File: config.mk
export PLATFORM = sky130hd
export DESIGN_NAME = biquad_lowpass_three_axis
export DESIGN_NICKNAME = d
export VERILOG_FILES = /design/src/rtl/core/bqlp_pkg.sv /design/src/rtl/core/bqlp_seq.sv /design/src/rtl/core/bqlp_dp.sv /design/src/rtl/core/biquad_lowpass_three_axis.sv
export SDC_FILE = /design/constraint.sdc
export NUM_CORES = 2
export LEC_CHECK = 0
export BUFFER_PORTS_ARGS = -buffer_cell sky130_fd_sc_hd__buf_4
export CORE_UTILIZATION = 50
export CTS_CLUSTER_DIAMETER = 100
export DETAILED_ROUTE_END_ITERATION = 6
export PLACE_DENSITY = 0.66
export SLEW_MARGIN = 25
export SYNTH_ARGS = -nofsm -noshare
export SYNTH_HDL_FRONTEND = slang
export SYNTH_SLANG_ARGS = --single-unit
File: constraint.sdc
create_clock -name clk -period 23.2 [get_ports clk]
set_input_delay 1.16 -clock clk [delete_from_list [all_inputs] [get_ports clk]]
set_output_delay 1.16 -clock clk [all_outputs]
set_load 0.01 [all_outputs]
File: src/rtl/core/bqlp_pkg.sv
`timescale 1ns / 1ps

package bqlp_pkg;

	localparam int DATA_W    = 32;
	localparam int COEF_W    = 31;
	localparam int AXIS_W    = 2;
	localparam int CFG_IDX_W = 2;
	localparam int PROD_W    = 64;
	localparam int ACC_W     = 67;
	localparam int SEED_FRAC = 24;
	localparam int STEP_W    = 4;

	typedef enum logic [CFG_IDX_W-1:0] {
		REG_COEF_B0,
		REG_COEF_A1,
		REG_COEF_A2,
		REG_RESET_SCALE
	} cfg_reg_t;

	typedef logic [STEP_W-1:0] step_t;

	// program addresses
	localparam step_t STEP_SEED_MUL = 4'd0;
	localparam step_t STEP_SEED_ACC = 4'd1;
	localparam step_t STEP_SEED_WB  = 4'd2;
	localparam step_t STEP_FB_A1    = 4'd3;
	localparam step_t STEP_FB_A2    = 4'd4;
	localparam step_t STEP_FB_SUM   = 4'd5;
	localparam step_t STEP_W_WB     = 4'd6;
	localparam step_t STEP_Y_W      = 4'd7;
	localparam step_t STEP_Y_SUM    = 4'd8;
	localparam step_t STEP_OUT      = 4'd9;

	typedef enum logic [2:0] {
		MUL_NONE,
		MUL_X_SCALE,
		MUL_A1_W1,
		MUL_A2_W2,
		MUL_B0_W1,
		MUL_B0_W2,
		MUL_B0_W
	} mul_op_t;

	typedef enum logic [2:0] {
		ACC_HOLD,
		ACC_LOAD_P,
		ACC_LOAD_P2,
		ACC_LOAD_X,
		ACC_ADD_P,
		ACC_SUB_P
	} acc_op_t;

	typedef enum logic [1:0] {
		WB_NONE,
		WB_SEED,
		WB_W,
		WB_OUT
	} wb_op_t;

	typedef enum logic {
		JMP_NEXT,
		JMP_NO_SEED
	} jmp_op_t;

	typedef struct packed {
		mul_op_t mul;
		acc_op_t acc;
		wb_op_t  wb;
		jmp_op_t jmp;
		step_t   target;
	} ucode_t;

	typedef struct packed {
		logic no_seed;
	} dp_status_t;

	localparam ucode_t UCODE_NOP = '{MUL_NONE, ACC_HOLD, WB_NONE, JMP_NEXT, STEP_SEED_MUL};

	// Control store. The accumulator always consumes the product issued one step earlier.
	function automatic ucode_t ucode_rom(step_t pc);
		ucode_t w;
		w = UCODE_NOP;
		case (pc)
			STEP_SEED_MUL: w = '{MUL_X_SCALE, ACC_HOLD,    WB_NONE, JMP_NO_SEED, STEP_FB_A1};
			STEP_SEED_ACC: w = '{MUL_NONE,    ACC_LOAD_P,  WB_NONE, JMP_NEXT, STEP_SEED_MUL};
			STEP_SEED_WB:  w = '{MUL_NONE,    ACC_HOLD,    WB_SEED, JMP_NEXT, STEP_SEED_MUL};
			STEP_FB_A1:    w = '{MUL_A1_W1,   ACC_LOAD_X,  WB_NONE, JMP_NEXT, STEP_SEED_MUL};
			STEP_FB_A2:    w = '{MUL_A2_W2,   ACC_SUB_P,   WB_NONE, JMP_NEXT, STEP_SEED_MUL};
			STEP_FB_SUM:   w = '{MUL_B0_W1,   ACC_SUB_P,   WB_NONE, JMP_NEXT, STEP_SEED_MUL};
			STEP_W_WB:     w = '{MUL_B0_W2,   ACC_LOAD_P2, WB_W,    JMP_NEXT, STEP_SEED_MUL};
			STEP_Y_W:      w = '{MUL_B0_W,    ACC_ADD_P,   WB_NONE, JMP_NEXT, STEP_SEED_MUL};
			STEP_Y_SUM:    w = '{MUL_NONE,    ACC_ADD_P,   WB_NONE, JMP_NEXT, STEP_SEED_MUL};
			STEP_OUT:      w = '{MUL_NONE,    ACC_HOLD,    WB_OUT,  JMP_NEXT, STEP_SEED_MUL};
			default:       w = UCODE_NOP;
		endcase
		return w;
	endfunction

	function automatic logic fits32(logic [ACC_W-1:0] v);
		return (&v[ACC_W-1:DATA_W-1]) || !(|v[ACC_W-1:DATA_W-1]);
	endfunction

	function automatic logic [DATA_W-1:0] sat32(logic [ACC_W-1:0] v);
		logic [DATA_W-1:0] r;
		if (fits32(v)) begin
			r = v[DATA_W-1:0];
		end else if (v[ACC_W-1]) begin
			r = {1'b1, {(DATA_W-1){1'b0}}};
		end else begin
			r = {1'b0, {(DATA_W-1){1'b1}}};
		end
		return r;
	endfunction

endpackage

File: src/rtl/core/bqlp_seq.sv
`timescale 1ns / 1ps

module bqlp_seq (
	input  logic                 clk,
	input  logic                 arst_n,
	input  logic                 start,
	input  bqlp_pkg::step_t      start_pc,
	input  bqlp_pkg::dp_status_t status,
	input  logic                 out_free,
	output logic                 busy,
	output bqlp_pkg::ucode_t     word
);
	import bqlp_pkg::*;

	logic   busy_q;
	step_t  pc_q;
	ucode_t rom_word;
	logic   stall;

	assign rom_word = ucode_rom(pc_q);
	// hold on the output step until the result register can take the result
	assign stall = (rom_word.wb == WB_OUT) && !out_free;
	assign word  = (busy_q && !stall) ? rom_word : UCODE_NOP;
	assign busy  = busy_q;

	always_ff @(posedge clk or negedge arst_n) begin
		if (!arst_n) begin
			busy_q <= 1'b0;
			pc_q   <= STEP_SEED_MUL;
		end else if (start) begin
			busy_q <= 1'b1;
			pc_q   <= start_pc;
		end else if (busy_q && !stall) begin
			if (rom_word.wb == WB_OUT) begin
				busy_q <= 1'b0;
			end else if (rom_word.jmp == JMP_NO_SEED && status.no_seed) begin
				pc_q <= rom_word.target;
			end else begin
				pc_q <= pc_q + step_t'(1);
			end
		end
	end

	a_pc_in_program: assert property (@(posedge clk) disable iff (!arst_n)
		busy_q |-> (pc_q <= STEP_OUT))
		else $error("step counter left the program");
	a_out_ends_item: assert property (@(posedge clk) disable iff (!arst_n)
		(word.wb == WB_OUT) |=> !busy_q)
		else $error("sequencer still busy after delivering a result");
	a_start_when_idle: assert property (@(posedge clk) disable iff (!arst_n)
		start |-> !busy_q)
		else $error("request started while a program was running");

endmodule

File: src/rtl/core/bqlp_dp.sv
`timescale 1ns / 1ps

module bqlp_dp #(
	parameter int NUM_AXES       = 3,
	parameter int COEF_FRAC_BITS = 30
) (
	input  logic                                    clk,
	input  logic                                    arst_n,
	input  logic                                    start,
	input  logic                                    cmd,
	input  logic        [bqlp_pkg::AXIS_W-1:0]      axis,
	input  logic signed [bqlp_pkg::DATA_W-1:0]      sample,
	input  logic                                    axis_ok,
	input  logic        [bqlp_pkg::COEF_W-1:0]      coef_b0,
	input  logic signed [bqlp_pkg::DATA_W-1:0]      coef_a1,
	input  logic signed [bqlp_pkg::DATA_W-1:0]      coef_a2,
	input  logic signed [bqlp_pkg::DATA_W-1:0]      reset_scale,
	input  bqlp_pkg::ucode_t                        word,
	output bqlp_pkg::dp_status_t                    status,
	output logic        [bqlp_pkg::AXIS_W-1:0]      axis_res,
	output logic signed [bqlp_pkg::DATA_W-1:0]      result
);
	import bqlp_pkg::*;

	localparam int IDX_W = (NUM_AXES > 1) ? $clog2(NUM_AXES) : 1;
	localparam logic signed [ACC_W-1:0] SEED_HALF = ACC_W'(1) << (SEED_FRAC - 1);
	localparam logic signed [ACC_W-1:0] COEF_HALF = ACC_W'(1) << (COEF_FRAC_BITS - 1);

	logic signed [DATA_W-1:0] delay_one_q [NUM_AXES];
	logic signed [DATA_W-1:0] delay_two_q [NUM_AXES];

	logic signed [DATA_W-1:0] x_q, w1_q, w2_q, w_q;
	logic        [AXIS_W-1:0] axis_q;
	logic                     cmd_q, ok_q;
	logic signed [PROD_W-1:0] prod_q;
	logic signed [ACC_W-1:0]  acc_q;

	logic        [IDX_W-1:0]  in_idx, res_idx;
	logic signed [DATA_W-1:0] mul_a, mul_b;
	logic signed [PROD_W-1:0] prod_d;
	logic signed [ACC_W-1:0]  prod_ext, x_ext, acc_d;
	logic signed [ACC_W-1:0]  seed_sum, seed_rnd, coef_sum, coef_rnd;

	assign in_idx  = IDX_W'(axis);
	assign res_idx = IDX_W'(axis_q);

	always_comb begin
		mul_a = '0;
		mul_b = '0;
		case (word.mul)
			MUL_X_SCALE: begin mul_a = x_q; mul_b = reset_scale; end
			MUL_A1_W1:   begin mul_a = coef_a1; mul_b = w1_q; end
			MUL_A2_W2:   begin mul_a = coef_a2; mul_b = w2_q; end
			MUL_B0_W1:   begin mul_a = {1'b0, coef_b0}; mul_b = w1_q; end
			MUL_B0_W2:   begin mul_a = {1'b0, coef_b0}; mul_b = w2_q; end
			MUL_B0_W:    begin mul_a = {1'b0, coef_b0}; mul_b = w_q; end
			default:     begin mul_a = '0; mul_b = '0; end
		endcase
	end

	assign prod_d   = mul_a * mul_b;
	assign prod_ext = {{(ACC_W-PROD_W){prod_q[PROD_W-1]}}, prod_q};
	assign x_ext    = {{(ACC_W-DATA_W){x_q[DATA_W-1]}}, x_q} << COEF_FRAC_BITS;

	always_comb begin
		case (word.acc)
			ACC_LOAD_P:  acc_d = prod_ext;
			ACC_LOAD_P2: acc_d = prod_ext << 1;
			ACC_LOAD_X:  acc_d = x_ext;
			ACC_ADD_P:   acc_d = acc_q + prod_ext;
			ACC_SUB_P:   acc_d = acc_q - prod_ext;
			default:     acc_d = acc_q;
		endcase
	end

	// round to nearest, ties upward: add half, then floor
	assign seed_sum = acc_q + SEED_HALF;
	assign seed_rnd = seed_sum >>> SEED_FRAC;
	assign coef_sum = acc_q + COEF_HALF;
	assign coef_rnd = coef_sum >>> COEF_FRAC_BITS;

	assign status.no_seed = !cmd_q;
	assign axis_res       = axis_q;
	assign result         = ok_q ? signed'(sat32(coef_rnd)) : '0;

	always_ff @(posedge clk) begin
		prod_q <= prod_d;
		acc_q  <= acc_d;
		if (start) begin
			x_q    <= sample;
			axis_q <= axis;
			cmd_q  <= cmd;
			ok_q   <= axis_ok;
			w1_q   <= axis_ok ? delay_one_q[in_idx] : '0;
			w2_q   <= axis_ok ? delay_two_q[in_idx] : '0;
		end else if (word.wb == WB_SEED) begin
			w1_q <= sat32(seed_rnd);
			w2_q <= sat32(seed_rnd);
		end
		if (word.wb == WB_W) begin
			w_q <= fits32(coef_rnd) ? coef_rnd[DATA_W-1:0] : x_q;
		end
	end

	always_ff @(posedge clk or negedge arst_n) begin
		if (!arst_n) begin
			for (int i = 0; i < NUM_AXES; i++) begin
				delay_one_q[i] <= '0;
				delay_two_q[i] <= '0;
			end
		end else if (word.wb == WB_OUT && ok_q) begin
			delay_one_q[res_idx] <= w_q;
			delay_two_q[res_idx] <= w1_q;
		end
	end

endmodule

File: src/rtl/core/biquad_lowpass_three_axis.sv
`timescale 1ns / 1ps
// Channel   Signals                              Moves
// input     in_valid/in_ready: cmd axis sample   one sample request per axis
// output    out_valid/out_ready: axis_out        one filtered sample per request
//           filtered
// config    cfg_we cfg_index cfg_data            coefficient writes, no wait
//
// One request occupies the sequencer for the plain filter program, or for the
// longer program with the seed steps (reset command); an axis beyond NUM_AXES
// runs only the output step. The length is set by the single shared 32x32
// multiplier: five products per sample (six with a reset) issue one per step of the program.
// Reset clears the coefficient registers and both delay lines of every axis.
// A full result register holds the sequencer on its output step; the next
// request is taken as soon as that step retires.

module biquad_lowpass_three_axis #(
	parameter int NUM_AXES       = 3,
	parameter int COEF_FRAC_BITS = 30
) (
	input  logic                                  clk,
	input  logic                                  arst_n,
	input  logic                                  cfg_we,
	input  logic        [bqlp_pkg::CFG_IDX_W-1:0] cfg_index,
	input  logic        [bqlp_pkg::DATA_W-1:0]    cfg_data,
	input  logic                                  in_valid,
	output logic                                  in_ready,
	input  logic                                  cmd,
	input  logic        [bqlp_pkg::AXIS_W-1:0]    axis,
	input  logic signed [bqlp_pkg::DATA_W-1:0]    sample,
	output logic                                  out_valid,
	input  logic                                  out_ready,
	output logic        [bqlp_pkg::AXIS_W-1:0]    axis_out,
	output logic signed [bqlp_pkg::DATA_W-1:0]    filtered
);
	import bqlp_pkg::*;

	// coefficient registers
	logic        [COEF_W-1:0] coef_b0_q;
	logic signed [DATA_W-1:0] coef_a1_q, coef_a2_q, reset_scale_q;

	// result register
	logic                     out_valid_q;
	logic        [AXIS_W-1:0] axis_out_q;
	logic signed [DATA_W-1:0] filtered_q;

	logic                     busy, start, axis_ok, out_free, load;
	step_t                    start_pc;
	ucode_t                   word;
	dp_status_t               status;
	logic        [AXIS_W-1:0] axis_res;
	logic signed [DATA_W-1:0] result;

	// take a request only between programs
	assign in_ready = !busy;
	assign start    = in_valid && in_ready;
	assign axis_ok  = (32'(axis) < 32'(NUM_AXES));
	// dispatch: a bad axis skips straight to the output step with a zero result
	assign start_pc = axis_ok ? STEP_SEED_MUL : STEP_OUT;

	// result register frees up when empty or drained this cycle
	assign out_free = !out_valid_q || out_ready;
	// the sequencer only issues the output step once out_free holds
	assign load     = (word.wb == WB_OUT);

	always_ff @(posedge clk or negedge arst_n) begin
		if (!arst_n) begin
			coef_b0_q     <= '0;
			coef_a1_q     <= '0;
			coef_a2_q     <= '0;
			reset_scale_q <= '0;
		end else if (cfg_we) begin
			case (cfg_reg_t'(cfg_index))
				REG_COEF_B0:     coef_b0_q     <= cfg_data[COEF_W-1:0];
				REG_COEF_A1:     coef_a1_q     <= cfg_data;
				REG_COEF_A2:     coef_a2_q     <= cfg_data;
				REG_RESET_SCALE: reset_scale_q <= cfg_data;
				default: ;
			endcase
		end
	end

	bqlp_seq u_seq (
		.clk      (clk),
		.arst_n   (arst_n),
		.start    (start),
		.start_pc (start_pc),
		.status   (status),
		.out_free (out_free),
		.busy     (busy),
		.word     (word)
	);

	bqlp_dp #(
		.NUM_AXES       (NUM_AXES),
		.COEF_FRAC_BITS (COEF_FRAC_BITS)
	) u_dp (
		.clk         (clk),
		.arst_n      (arst_n),
		.start       (start),
		.cmd         (cmd),
		.axis        (axis),
		.sample      (sample),
		.axis_ok     (axis_ok),
		.coef_b0     (coef_b0_q),
		.coef_a1     (coef_a1_q),
		.coef_a2     (coef_a2_q),
		.reset_scale (reset_scale_q),
		.word        (word),
		.status      (status),
		.axis_res    (axis_res),
		.result      (result)
	);

	// hold the result until the consumer takes it
	always_ff @(posedge clk or negedge arst_n) begin
		if (!arst_n) begin
			out_valid_q <= 1'b0;
		end else if (load) begin
			out_valid_q <= 1'b1;
		end else if (out_ready) begin
			out_valid_q <= 1'b0;
		end
	end

	always_ff @(posedge clk) begin
		if (load) begin
			axis_out_q <= axis_res;
			filtered_q <= result;
		end
	end

	assign out_valid = out_valid_q;
	assign axis_out  = axis_out_q;
	assign filtered  = filtered_q;

	a_accept_blocks: assert property (@(posedge clk) disable iff (!arst_n)
		start |=> !in_ready)
		else $error("second request accepted while a program runs");
	a_load_when_free: assert property (@(posedge clk) disable iff (!arst_n)
		load |-> (!out_valid_q || out_ready))
		else $error("result register overwritten before it was taken");
	a_valid_from_load: assert property (@(posedge clk) disable iff (!arst_n)
		$rose(out_valid_q) |-> $past(load))
		else $error("result appeared without a finished program");

endmodule
==> flow_summary_export.csv <==
group,metric,value,unit
cts,htree_levels,2,
setup_path,cp-end-kind,"flop",
finish,layout_commonest_cell,"fa_1",
finish,area_growth,7.325,%
cts,clkLatencyLatePin,0.71,ns
timing,slew_headroom,24.94,%
floorplan,start_util,50.57,%
cts,cts_buffers,60,
grt,grt_pass1_wl,349500,µm
placement,dp_hpwl,178900,µm
floorplan,pin_count,110,
setup_path,cp_slowest_cell,"fa_1",
placement,place.gp.congestion,1.044,
detailed_routing,drt_iter0_markers,5975,
floorplan,core,135800,µm²
grt,grt_start_max_net_pins,110,
setup_path,arrival,12.50,ns
placement,dp_cells,8717,
detailed_routing,wl_per_cell,26.31,µm
finish,final_nets,8415,
finish,final_cell_mix,"fa_1, inv_1, nand2_1",
grt,grt_overflow_total,0,
synthesis,ys_types,87,
synthesis,synthFlopType,"dfrtp_1",
timing,slew_violations,0,
grt,grt_antenna_before_repair,19,
floorplan,dieWidth,372.6,µm
timing,skew,0.06354,ns
synthesis,synthCells,7089,
synthesis,synth_fp_nets,8505,
placement,numPortBuffers,109,
synthesis,syn_avg_cell_area,9.688,µm²
setup_path,worstSetupStartpointType,"flop",
setup_path,max_stage_delay,1.04,ns
timing,setup_viol,0,
synthesis,synth_edf_count,233,
timing,fmax,0.08366,GHz
grt,grt.total_usage,33.72,%
detailed_routing,first_pass_iters,7,
detailed_routing,via_per_inst,6.065,
flow_run,cap_viol_max_count,0,
synthesis,synth_area,68680,µm²
synthesis,synth-seq-area-share,23.89,%
timing,finalCritPeriodShare,51.52,%
grt,grt_pass1_vias,54000,
synthesis,ys_seq_elements,622,
timing,final-hold-violation-count,0,
placement,dpl_cell_area,71530,µm²
min_path,min_path_type,"flop to flop",
floorplan,fp.dieH,372.6,µm
finish,drive_gt1_share,10.81,%
finish,final_cells,8841,
cts,cts_tree,"done",
run_status,violations,"DRC",
setup_path,crit_fanout,37,
floorplan,rows,135,
setup_path,worstSetupPathType,"flop to flop",
timing,setup_tns,0,ns
cts,clk_pin_slew,0.07,ns
timing,fin_crit,11.95,ns
synthesis,async_reset_ff_share,52.25,%
cts,post_cts_resized,0,
cts,cts_max_path_buffers,3,
cts,clock-sinks,622,
floorplan,dieArea,138800,µm²
detailed_routing,antenna_left,0,
finish,design_area,73710,µm²
finish,nFillCells,12050,
detailed_routing,remaining_drc_errors,2,
run_status,status,"finished, violations left",
detailed_routing,routed_wl,232600,µm
detailed_routing,vias,53620,
timing,max_slew.worst_pin.slew,1.126,ns
setup_path,cp.required,23.75,ns
cts,cts_root_buf,"clkbuf_16",
cts,ctsHoldBuffers,0,
cts,cts_setup_buffers,0,
synthesis,ys_warn_count,0,
timing,grt_setup_unrepaired,"false",
-- path summary, 6_finish.rpt --
check	from	depth (start not counted)	slack (ns)	to
max	u_seq.pc_q[0]	35	11.25	u_dp.prod_q[63]
min	u_dp.delay_two_q[56]	1	0.51	u_dp.delay_two_q[56]
max reg2reg	u_seq.pc_q[0]	35	11.25	u_dp.prod_q[63]
min reg2reg	u_dp.delay_two_q[56]	1	0.51	u_dp.delay_two_q[56]
max in group asynchronous	arst_n	2	21.12	u_dp.delay_one_q[15]
min in group asynchronous	arst_n	1	0.54	u_dp.delay_one_q[87]
-- cells by family (layout without fill, tap and decap cells) --
logic type	count (synthesis)	in the layout	synth area share (%)
fa+ha+maj	1342	1342	36.29
xor+xnor	259	259	3.303
mux	429	429	6.843
other cells	0	9	0
flops	622	622	23.89
simple gates	1893	1893	11.73
compound gates	1090	1090	9.925
buf+inv	1454	1416	8.016
-- synth_stat cells, drive strengths merged, types with 27 or more instances --
master / number / area [µm²]
a211oi: 37 / 277.8
a21o: 106 / 795.8
a21oi: 415 / 2085
a221oi: 41 / 359.1
a22o: 35 / 306.5
a22oi: 72 / 540.5
and2: 40 / 250.2
and3: 27 / 168.9
buf: 48 / 226.5
clkbuf: 357 / 1341
dfrtp: 325 / 8133
dfxtp: 64 / 1281
edfxtp: 233 / 6997
fa: 1083 / 21680
ha: 259 / 3241
inv: 1048 / 3934
mux2: 324 / 3649
mux2i: 105 / 1051
nand2: 767 / 2879
nand3: 70 / 360.3
nand4: 61 / 394.1
nor2: 747 / 2804
nor3: 57 / 285.3
o21ai: 205 / 1026
xnor2: 152 / 1331
xor2: 107 / 937.2
-- worst max-delay path: cells and delay by family (launching register included) --
kind | cells | cell delay (ns)
buffers and inverters | 11 | 2.53
AO/OA/AOI/OAI | 8 | 1.74
flip-flops | 1 | 0.54
AND/OR/NAND/NOR | 4 | 0.58
XOR/XNOR | 2 | 0.79
adder cells (fa/ha/maj) | 10 | 5.57
-- final cells by class --
type	count	area, µm²	area share [%]
multi-input combinational	5013	47070	63.86
sequential	622	16410	22.26
inverter	1049	3938	5.342
tap	1781	2228	3.023
timing repair buffer	253	1946	2.640
clock buffer	84	1788	2.426
clock inverter	30	307.8	0.4176
antenna	9	22.52	0.03055
-- registers in the layout, indices dropped and copies added (netlist names) --
| name | count |
|---|---|
| u_dp.prod_q | 64 |
| coef_a1_q | 32 |
| out_valid | 1 |
| u_dp.axis_res | 2 |
| u_dp.w1_q | 32 |
| u_seq.pc_q | 4 |
| u_dp.delay_one_q | 96 |
| u_dp.delay_two_q | 96 |
| u_seq.busy | 1 |
| coef_a2_q | 32 |
| filtered | 32 |
| reset_scale_q | 32 |
| coef_b0_q | 31 |
| u_dp.w2_q | 32 |
| u_dp.w_q | 32 |
| u_dp.cmd_q | 1 |
| u_dp.x_q | 32 |
| axis_out | 2 |
| u_dp.ok_q | 1 |
| u_dp.acc_q | 67 |
-- metal layers --
metal / vias up / wire length [µm] / global-route usage (%)
li1: 22660 / - / -
met1: 27340 / 92090 / 46.51
met2: 3026 / 101000 / 50.28
met3: 583 / 26740 / 8.396
met4: 14 / 12610 / 15.04
met5: - / 107 / 0
-- stage by stage --
step	setup WS, ns	hold WS, ns	utilization (%)
6_report	11.25	0.5057	54.28
4_1_cts	11.14	0.5066	54.22
2_1_floorplan	13.45	0.4652	-
3_3_place_gp	11.46	0.4853	52.63
5_1_grt	10.53	0.5119	54.26
3_5_place_dp	11.18	0.4928	52.67
Power is not shown: default switching activity piles up to over one toggle a cycle in this logic, so the estimate is an artifact.
